## config.mk

```make
export PLATFORM = sky130hd
export DESIGN_NAME = btr_cursor_ram
export DESIGN_NICKNAME = d
export VERILOG_FILES = /design/src/hdl/btr_cursor_ram.sv
export SDC_FILE = /design/constraint.sdc
export NUM_CORES = 1
export LEC_CHECK = 0
export BUFFER_PORTS_ARGS = -buffer_cell sky130_fd_sc_hd__buf_2
export CAP_MARGIN = 30
export CORE_MARGIN = 4
export CORE_UTILIZATION = 53
export CTS_CLUSTER_DIAMETER = 200
export DETAILED_ROUTE_END_ITERATION = 6
export HOLD_SLACK_MARGIN = 0.05
export MAX_ROUTING_LAYER = met4
export PLACE_DENSITY = 0.82
export SYNTH_ARGS = -nofsm -noshare
export SYNTH_HDL_FRONTEND = slang
export SYNTH_SLANG_ARGS = --single-unit
```

## constraint.sdc

```tcl
create_clock -name clk -period 1.9 [get_ports clk]
set_clock_uncertainty 0.15 [all_clocks]
set_input_delay 0.475 -clock clk [delete_from_list [all_inputs] [get_ports clk]]
set_output_delay 0.475 -clock clk [all_outputs]
set_load 0.02 [all_outputs]
```

## src/hdl/btr_cursor_ram.sv

```systemverilog
// one-entry synchronous cursor memory with write-through forwarding
module btr_cursor_ram (
  input  logic        clk,
  input  logic        rst,
  input  logic        we,
  input  logic [19:0] wdata,
  output logic [19:0] rdata
);

  logic [19:0] mem [1];
  logic        written;

  // cursor state {y, x}
  always_ff @(posedge clk) begin
    if (we) begin
      mem[0] <= wdata;
    end
  end

  always_ff @(posedge clk) begin
    if (rst) begin
      written <= 1'b0;
    end else if (we) begin
      written <= 1'b1;
    end
  end

  // registered read, a same-cycle write is forwarded; zero until first write
  always_ff @(posedge clk) begin
    if (rst) begin
      rdata <= '0;
    end else if (we) begin
      rdata <= wdata;
    end else if (written) begin
      rdata <= mem[0];
    end else begin
      rdata <= '0;
    end
  end

endmodule

```

### After elaboration in Yosys (flattened, before gate mapping)

Memory sizes are Yosys's and may differ from the RTL's.
Cells that the tools add are included.

| storage, ports and cells | value |
|---|---|
| register bits after elaboration | 21 |
| RAM bits | 20 |
| output and inout port bits | 20 |
| memories kept | 1 |

| cells by class | value |
|---|---|
| muxes and demuxes | 4 |

Memories:

| name | depth | bits a word | read ports | clocked after memory_dff | wr ports | RTL line | source |
|---|---|---|---|---|---|---|---|
| mem | 1 | 20 | 1 | 0 | 1 | 10 | `logic [19:0] mem [1];` |

Operator list:

| kind | count |
|---|---|
| 2-to-1 mux 20 bit | 2 |
| 2-to-1 mux 1 bit | 2 |

### Depth between registers and ports, before layout

Gate-level depths: netlist (run 1).

| depth | value |
|---|---|
| depth after elaboration | 2 |
| mapped depth | 3 |

### Worst setup path after synthesis (run 1)

No wires, ideal clock.

| timing | value |
|---|---|
| kind | in2reg |
| from | input port we |
| to | register rdata[0] |
| data arrival time | 0.864 ns |
| path slack | 0.816 ns |
| cell stages on the path | 3 |
| cell sequence | buf_2 -> nand3b_1 -> a21oi_1 |

| between the ends | value |
|---|---|
| longest elaborated chain between the ends | 1 |

RTL lines:

| what | RTL line | source |
|---|---|---|
| start, declared | 5 | `input logic we,` |
| 2-to-1 mux 20 bit | 32 | `end else if (we) begin` |
| end signal, assigned | 33 | `rdata <= wdata;` |
| end signal, assigned | 35 | `rdata <= mem[0];` |
| end, declared | 7 | `output logic [19:0] rdata` |

Every way passes these cells.
A chain may end at the register's enable or synchronous reset.

### Worst setup path in the final report (run 1)

| timing | value |
|---|---|
| from | register rdata[6] |
| to | output port rdata[6] |

No word-level cell between the ends.

==> results of run 1 <==
flip-flops by register name, indices dropped and copies added, names as in the netlist:
name / count
mem: 20
rdata: 20
written: 1
routing by layer:
metal	global-route usage, %	up-vias	wire length (um)	part of all wire, %
li1	-	471	-	-
met1	17.3	448	1060	44
met2	24.6	38	1120	46
met3	5.01	3	212	8.8
met4	11.0	0	32	1.3
met5	-	-	0	0
report_power, final:
part           internal (mW)  switching, mW
logic                 0.0587         0.0887
clock network          0.175          0.254
registers              0.988         0.0230
synth_stat cells (all sizes together):
cell type  number  area [sq um]
nor2            2          7.51
a21oi          20           100
nand2          20          75.1
buf             6          30.0
edfxtp         20           601
nand3b         20           150
dfxtp          21           420
clkbuf          2          8.75
cell families after synthesis:
logic type / after synthesis
buf+inv: 8
simple gates: 42
compound gates: 20
flops: 41
through the flow:
stage                     utilization (%)  total power, mW  setup WS [ps]  hold WS, ps
after global routing                 67.1             1.66            389          134
final                                67.1             1.59            446          166
after detailed placement             64.9             1.18            544          384
after global placement               64.9             1.17            559          376
after CTS                            67.1             1.60            425          143
after floorplan                         -             1.11            816          313
final timing paths:
| check | from | endpoint | slack [ps] | depth (start not counted) |
|---|---|---|---|---|
| max | rdata[6] | rdata[6] | 450 | 1 |
| min | wdata[16] | mem[0][16] | 170 | 1 |
| max reg2reg | written | rdata[12] | 530 | 2 |
| min reg2reg | mem[0][6] | rdata[6] | 390 | 2 |
final cells by class:
cell class / count / share of cell area [%]
well taps: 30 / 2.24
multi-input cells: 62 / 19.9
flip-flops and latches: 41 / 60.9
clock buffers: 7 / 3.28
repair buffers: 43 / 13.7
==> flow_metrics.env, run 1 <==
export IMPL_outcome="completed"
export IMPL_final_common_cell="buf_2"
export IMPL_crit_slowest_cell="dfxtp_1"
export IMPL_register_area_sq_um=1020
export IMPL_max_freq_mhz=688
export IMPL_clock_path_buffers=2
export IMPL_cts_resized=0
export IMPL_ys_seq_area_share_pct=73.3
export IMPL_vias=960
export IMPL_layout_common_cells="buf_2 (42), dfxtp_1 (21)"
export IMPL_vdd_drop_max_mv=0.797
export IMPL_synth_compound_area_share_pct=7.19
export IMPL_drv_slew=0
export IMPL_fill_cells=192
export IMPL_yosys_area_share_adder_pct=0
export IMPL_slew_limit_headroom_pct=50.9
export IMPL_fin_crit_ps=1450
export IMPL_synth_seq_cells=41
export IMPL_ys_warnings_count=0
export IMPL_worstPathRequired_ps=1270
export IMPL_syn_avg_cell_area_sq_um=12.5
export IMPL_syn_num_nets=134
export IMPL_drt_iter0_markers=19
export IMPL_cp_start_kind="register"
export IMPL_numPlacedInstances=176
export IMPL_crit_buf_inv=1
export IMPL_cts_htree_levels=2
export IMPL_synthSimpleGateAreaFrac_pct=16.7
export IMPL_diodes=0
export IMPL_worstMarginPinSlew_ps=736
export IMPL_finalCritPeriodShare_pct=76.5
export IMPL_cts_buffers=5
export IMPL_crit_chain="buf_2"
export IMPL_synth_mux_area_share_pct=0
export IMPL_cp_slowest_stage_delay_ps=330
export IMPL_synth_cells=111
export IMPL_drc_errors=0
export IMPL_path_delay_family="flip-flops"
export IMPL_setup_viol=0
export IMPL_grt_pass1_wl_um=3840
export IMPL_drtPass1Iterations=4
export IMPL_avgRoutedWirePerCell_um=13.2
export IMPL_cp_arrival_ps=830
export IMPL_design_area_sq_um=1680
export IMPL_grt_max_degree=62
export IMPL_drive_above_1_share_pct=32.0
export IMPL_cts_setup_buffers=0
export IMPL_setup_tns_final_ps=0
export IMPL_port_buffers=42
export IMPL_antenna_found_initial=0
export IMPL_grt_pass1_vias=933
export IMPL_yosysUniqueCellTypes=9
export IMPL_multi_input_area_sq_um=333
export IMPL_finalNetCount=176
export IMPL_synth_xor_area_share_pct=0
export IMPL_layout_cells_non_filler=183
export IMPL_path_max_fanout=1
export IMPL_gp_congestion=0.645
export IMPL_cts_tree="yes"
export IMPL_rsz0062_at_grt="no"
export IMPL_clock_latency_ps=340
export IMPL_die_width_um=59.3
export IMPL_placement_rows=18
export IMPL_avgViaCountPerCell=5.25
export IMPL_clkTransAtPathRegs_ps=110
export IMPL_die_h_um=59.3
export IMPL_hpwl_um=1560
export IMPL_worstSetupPathType="reg2out"
export IMPL_coreArea_sq_um=2500
export IMPL_hp_class="in2reg"
export IMPL_synth_top_family_by_area="simple AND/OR/NAND/NOR gates"
export IMPL_antenna_left=0
export IMPL_die_area_sq_um=3510
export IMPL_cts_root_buffer="clkbuf_4"
export IMPL_hold_violations=0
export IMPL_netlist_area_sq_um=1390
export IMPL_drt_wl_total_um=2420
export IMPL_gr_total_overflow=0
export IMPL_leakagePower_nw=0.699
export IMPL_cap_violations=0
export IMPL_placed_area_sq_um=1620
export IMPL_io_pins=43
export IMPL_syn_to_final_growth_pct=20.4
export IMPL_grt_total_usage_pct=15.9
export IMPL_cts_hold_buffers=0
export IMPL_cts_sinks=41
export IMPL_power_density_nw_per_um2=947
export IMPL_end_kind="output port"
export IMPL_start_util_pct=55.7
Power figures use the tool's default switching activity.
==> inputs of run 2 (changes only) <==
--- a/config.mk
+++ b/config.mk
@@ -8,12 +8,12 @@
 export BUFFER_PORTS_ARGS = -buffer_cell sky130_fd_sc_hd__buf_2
 export CAP_MARGIN = 30
 export CORE_MARGIN = 4
-export CORE_UTILIZATION = 53
+export CORE_UTILIZATION = 49
 export CTS_CLUSTER_DIAMETER = 200
 export DETAILED_ROUTE_END_ITERATION = 6
 export HOLD_SLACK_MARGIN = 0.05
 export MAX_ROUTING_LAYER = met4
-export PLACE_DENSITY = 0.82
+export PLACE_DENSITY = 0.77
 export SYNTH_ARGS = -nofsm -noshare
 export SYNTH_HDL_FRONTEND = slang
 export SYNTH_SLANG_ARGS = --single-unit
==> constraint.sdc (replaced) <==
create_clock -name clk -period 1.4 [get_ports clk]
set_clock_uncertainty 0.15 [all_clocks]
set_input_delay 0.35 -clock clk [delete_from_list [all_inputs] [get_ports clk]]
set_output_delay 0.35 -clock clk [all_outputs]
set_load 0.02 [all_outputs]
==> flow_metrics.env, run 2 (synthesized netlist as in run 1, its figures left out) <==
export IMPL_outcome="completed"
export IMPL_path_delay_family="flip-flops"
export IMPL_cts_htree_levels=2
export IMPL_port_buffers=42
export IMPL_design_area_sq_um=1880
export IMPL_finalNetCount=198
export IMPL_top_regs="mem (20), rdata (20), written (1)"
export IMPL_avgRoutedWirePerCell_um=13.0
export IMPL_final_core_util_pct=68.9
export IMPL_drive_above_1_share_pct=28.6
export IMPL_vias=1032
export IMPL_drc_errors=0
export IMPL_cts_tree="yes"
export IMPL_layout_common_cells="buf_2 (42), dfxtp_1 (21)"
export IMPL_worst_slack_ps=54.1
export IMPL_drt_iter0_markers=74
export IMPL_fin_crit_ps=1350
export IMPL_reg2reg_from="written"
export IMPL_gr_total_overflow=0
export IMPL_worstMarginPinSlew_ps=398
export IMPL_placement_rows=19
export IMPL_gp_congestion=0.669
export IMPL_clock_path_buffers=2
export IMPL_cp_slowest_stage_delay_ps=330
export IMPL_finalCritPeriodShare_pct=96.1
export IMPL_drt_wl_total_um=2680
export IMPL_coreArea_sq_um=2730
export IMPL_drv_slew=0
export IMPL_hp_class="in2reg"
export IMPL_grt_pass1_wl_um=4140
export IMPL_cp_depth=1
export IMPL_setup_viol=0
export IMPL_grt_total_usage_pct=16.1
export IMPL_power_density_nw_per_um2=1140
export IMPL_r2r_end="rdata[0]"
export IMPL_cts_resized=0
export IMPL_clock_latency_ps=350
export IMPL_cts_buffers=5
export IMPL_r2r_setup_slack_ps=360
export IMPL_start_util_pct=50.9
export IMPL_placed_area_sq_um=1640
export IMPL_hpwl_um=1600
export IMPL_clkTransAtPathRegs_ps=110
export IMPL_avgViaCountPerCell=5.01
export IMPL_vdd_drop_max_mv=0.834
export IMPL_crit_start="rdata[17]"
export IMPL_die_h_um=61.3
export IMPL_diodes=0
export IMPL_crit_end="rdata[17]"
export IMPL_antenna_found_initial=0
export IMPL_worstSetupPathType="reg2out"
export IMPL_reg2regPathDepth=3
export IMPL_rsz0062_at_grt="no"
export IMPL_grt_pass1_vias=952
export IMPL_leakagePower_nw=0.787
export IMPL_path_max_fanout=1
export IMPL_cts_sinks=41
export IMPL_die_width_um=61.3
export IMPL_cp_arrival_ps=850
export IMPL_syn_to_final_growth_pct=35.2
export IMPL_cp_start_kind="register"
export IMPL_antenna_left=0
export IMPL_crit_slowest_cell="dfxtp_1"
export IMPL_final_common_cell="buf_2"
export IMPL_holdWs_ps=250
export IMPL_worstPathRequired_ps=900
export IMPL_crit_chain="buf_2"
export IMPL_cap_violations=0
export IMPL_pre_cts_slack_ps=169
export IMPL_drtPass1Iterations=4
export IMPL_slew_limit_headroom_pct=73.5
export IMPL_max_freq_mhz=743
export IMPL_crit_buf_inv=1
export IMPL_cts_root_buffer="clkbuf_4"
export IMPL_end_kind="output port"
export IMPL_grt_max_degree=62
export IMPL_hold_violations=0
export IMPL_io_pins=43
export IMPL_die_area_sq_um=3760
export IMPL_setup_tns_final_ps=0
## run 2: changes by cell type in the layout (fill, tap and decap cells not counted)
cell | before | now
buf_4 | 0 | 2
dlygate4sd3_1 | 0 | 20
clkbuf_8 | 1 | 0
clkinv_1 | 0 | 1
## run 2: layout make-up
| class | count | area (sq um) |
|---|---|---|
| Timing Repair Buffer | 65 | 445 |
| Multi-Input combinational cell | 62 | 333 |
| Clock buffer | 6 | 41.3 |
| Clock inverter | 1 | 3.75 |
| Fill cell | 202 | 851 |
| Sequential cell | 41 | 1020 |
| Tap cell | 31 | 38.8 |
## run 2: what timing repair did
| item | in CTS | in global routing |
|---|---|---|
| buffers inserted | 0 | 0 |
| hold buffers | 20 | 0 |
| endpoints found under the hold margin | 20 | 0 |
## run 2: how the worst min path moves through the flow
stage               startpoint   endpoint  slack [ps]  cells after the start
global placement     mem[0][9]   rdata[9]         380                      2
CTS                        rst    written         240                      2
detailed placement    wdata[9]  mem[0][9]         390                      1
finish                     rst    written         250                      2
global route               rst    written         240                      2
floorplan                  rst  rdata[17]         270                      1
## run 2: routing by layer
metal / vias to the layer above / share of wire [%] / global-route usage [%] / routed length (um)
met5: - / 0 / - / 0
met4: 0 / 1.0 / 7.43 / 27
met3: 4 / 9.8 / 7.34 / 262
met2: 45 / 46 / 23.4 / 1230
met1: 467 / 43 / 19.0 / 1160
li1: 516 / - / - / -
## run 2: power breakdown
group	switching, mW	total (mW)	internal [mW]
clock	0.349	0.531	0.182
combinational	0.140	0.261	0.121
sequential	0.0208	1.36	1.34
## run 2: stage by stage
step                power [mW]  instances
detailed placement        1.61        179
global placement          1.60        179
floorplan                 1.51        111
CTS                       2.17        206
finish                    2.15        206
global route              2.25        206
==> inputs of run 3 (changes only) <==
--- a/config.mk
+++ b/config.mk
@@ -11,6 +11,7 @@
 export CORE_UTILIZATION = 49
 export CTS_CLUSTER_DIAMETER = 200
 export DETAILED_ROUTE_END_ITERATION = 6
+export GPL_TIMING_DRIVEN = 0
 export HOLD_SLACK_MARGIN = 0.05
 export MAX_ROUTING_LAYER = met4
 export PLACE_DENSITY = 0.77
==> constraint.sdc (replaced) <==
create_clock -name clk -period 1.5 [get_ports clk]
set_clock_uncertainty 0.15 [all_clocks]
set_input_delay 0.375 -clock clk [delete_from_list [all_inputs] [get_ports clk]]
set_output_delay 0.375 -clock clk [all_outputs]
set_load 0.02 [all_outputs]
==> flow_metrics.env, run 3 (synthesized netlist as in run 1, its figures left out) <==
export IMPL_cp_arrival_ps=830
export IMPL_cp_start_kind="register"
export IMPL_cap_violations=0
export IMPL_r2r_setup_slack_ps=440
export IMPL_gr_total_overflow=0
export IMPL_drt_iter0_markers=45
export IMPL_final_core_util_pct=67.7
export IMPL_io_pins=43
export IMPL_reg2regPathDepth=3
export IMPL_drt_wl_total_um=2750
export IMPL_cts_htree_levels=2
export IMPL_placement_rows=19
export IMPL_grt_busiest_layer="met2"
export IMPL_use_met2_pct=24.9
export IMPL_vias=1027
export IMPL_grt_pass1_wl_um=4260
export IMPL_gp_congestion=0.776
export IMPL_p_int_mw=1.62
export IMPL_cts_hold_buffers=0
export IMPL_syn_to_final_growth_pct=33.0
export IMPL_crit_end="rdata[9]"
export IMPL_layout_common_cells="buf_2 (48), dfxtp_1 (21)"
export IMPL_drtPass1Iterations=4
export IMPL_r2r_end="rdata[16]"
export IMPL_sw_frac_of_total_pct=23.0
export IMPL_rsz0062_at_grt="no"
export IMPL_fin_crit_ps=1350
export IMPL_cp_depth=1
export IMPL_switchingPower_uw=485
export IMPL_antenna_found_initial=0
export IMPL_crit_start="rdata[9]"
export IMPL_hpwl_um=1790
export IMPL_drc_errors=0
export IMPL_finalCritPeriodShare_pct=90.3
export IMPL_pwr_share_comb_pct=10.9
export IMPL_max_freq_mhz=738
export IMPL_cts_sinks=41
export IMPL_cts_tree="yes"
export IMPL_coreArea_sq_um=2730
export IMPL_reg2reg_from="written"
export IMPL_cts_setup_buffers=0
export IMPL_die_area_sq_um=3760
export IMPL_vdd_drop_max_mv=0.834
export IMPL_grt_total_usage_pct=16.5
export IMPL_path_delay_family="flip-flops"
export IMPL_clock_path_buffers=2
export IMPL_start_util_pct=50.9
export IMPL_worstSetupPathType="reg2out"
export IMPL_path_max_fanout=1
export IMPL_final_common_cell="buf_2"
export IMPL_cts_buffers=5
export IMPL_die_h_um=61.3
export IMPL_met1_usage_pct=18.7
export IMPL_pwr_share_clk_pct=28.8
export IMPL_crit_slowest_cell="dfxtp_1"
export IMPL_antenna_left=0
export IMPL_cp_slowest_stage_delay_ps=330
export IMPL_avgRoutedWirePerCell_um=13.4
export IMPL_top_regs="mem (20), rdata (20), written (1)"
export IMPL_diodes=0
export IMPL_worstPathRequired_ps=970
export IMPL_crit_chain="buf_2"
export IMPL_slew_limit_headroom_pct=65.0
export IMPL_power_density_nw_per_um2=1140
export IMPL_drv_slew=0
export IMPL_fin_total_pwr_mw=2.11
export IMPL_grt_pass1_vias=1002
export IMPL_crit_buf_inv=1
export IMPL_drive_above_1_share_pct=32.6
export IMPL_avgViaCountPerCell=4.99
export IMPL_p_seq_share_pct=60.3
export IMPL_clkTransAtPathRegs_ps=110
export IMPL_outcome="completed"
export IMPL_die_width_um=61.3
export IMPL_setup_viol=0
export IMPL_end_kind="output port"
export IMPL_grt_max_degree=26
export IMPL_port_buffers=42
export IMPL_hold_violations=0
export IMPL_grtUsageMet3_pct=8.18
export IMPL_worstMarginPinSlew_ps=525
export IMPL_cts_resized=0
export IMPL_hp_class="in2reg"
export IMPL_cts_root_buffer="clkbuf_4"
export IMPL_finalNetCount=197
export IMPL_leakagePower_nw=0.788
export IMPL_clock_latency_ps=340
run 3: layout make-up:
class	instances	area [sq um]
plain buffers	8	38.8
clock buffers	7	65.1
clock inverters	1	5.00
fillers	216	882
multi-input cells	62	333
flip-flops and latches	41	1020
well taps	31	38.8
repair buffers	56	350
run 3: power groups by stage:
| stage | sequential, mW | clock [mW] | combinational, mW |
|---|---|---|---|
| floorplan | 1.33 | 0 | 0.0713 |
| global placement | 1.29 | 0 | 0.199 |
| detailed placement | 1.30 | 0 | 0.204 |
| CTS | 1.27 | 0.617 | 0.205 |
| global route | 1.28 | 0.674 | 0.256 |
| finish | 1.27 | 0.607 | 0.231 |
run 3: worst min path at each step:
| stage | slack [ps] | cells past startpoint | to | from |
|---|---|---|---|---|
| 5_1_grt | 50 | 2 | rdata[17] | rst |
| 3_3_place_gp | 330 | 2 | rdata[17] | written |
| 4_1_cts | 50 | 2 | rdata[17] | rst |
| 6_report | 70 | 2 | rdata[17] | rst |
| 2_1_floorplan | 290 | 1 | rdata[17] | rst |
| 3_5_place_dp | 340 | 2 | rdata[17] | written |
run 3: layer usage:
| metal | routed length [um] | share of wire (%) |
|---|---|---|
| met1 | 1160 | 42 |
| met2 | 1320 | 48 |
| met3 | 228 | 8.3 |
| met4 | 43 | 1.6 |
| met5 | 0 | 0 |
run 3: through the flow:
stage / std cells / worst slack, ps / hold slack [ps] / TNS (ps) / cell area (sq um)
2_1_floorplan: 111 / 516 / 294 / 0 / 1390
3_3_place_gp: 184 / -55.8 / 331 / -930 / 1640
3_5_place_dp: 184 / -106 / 340 / -1620 / 1640
4_1_cts: 192 / 137 / 50.2 / 0 / 1710
5_1_grt: 206 / 83.7 / 50.9 / 0 / 1850
6_report: 206 / 145 / 65.4 / 0 / 1850
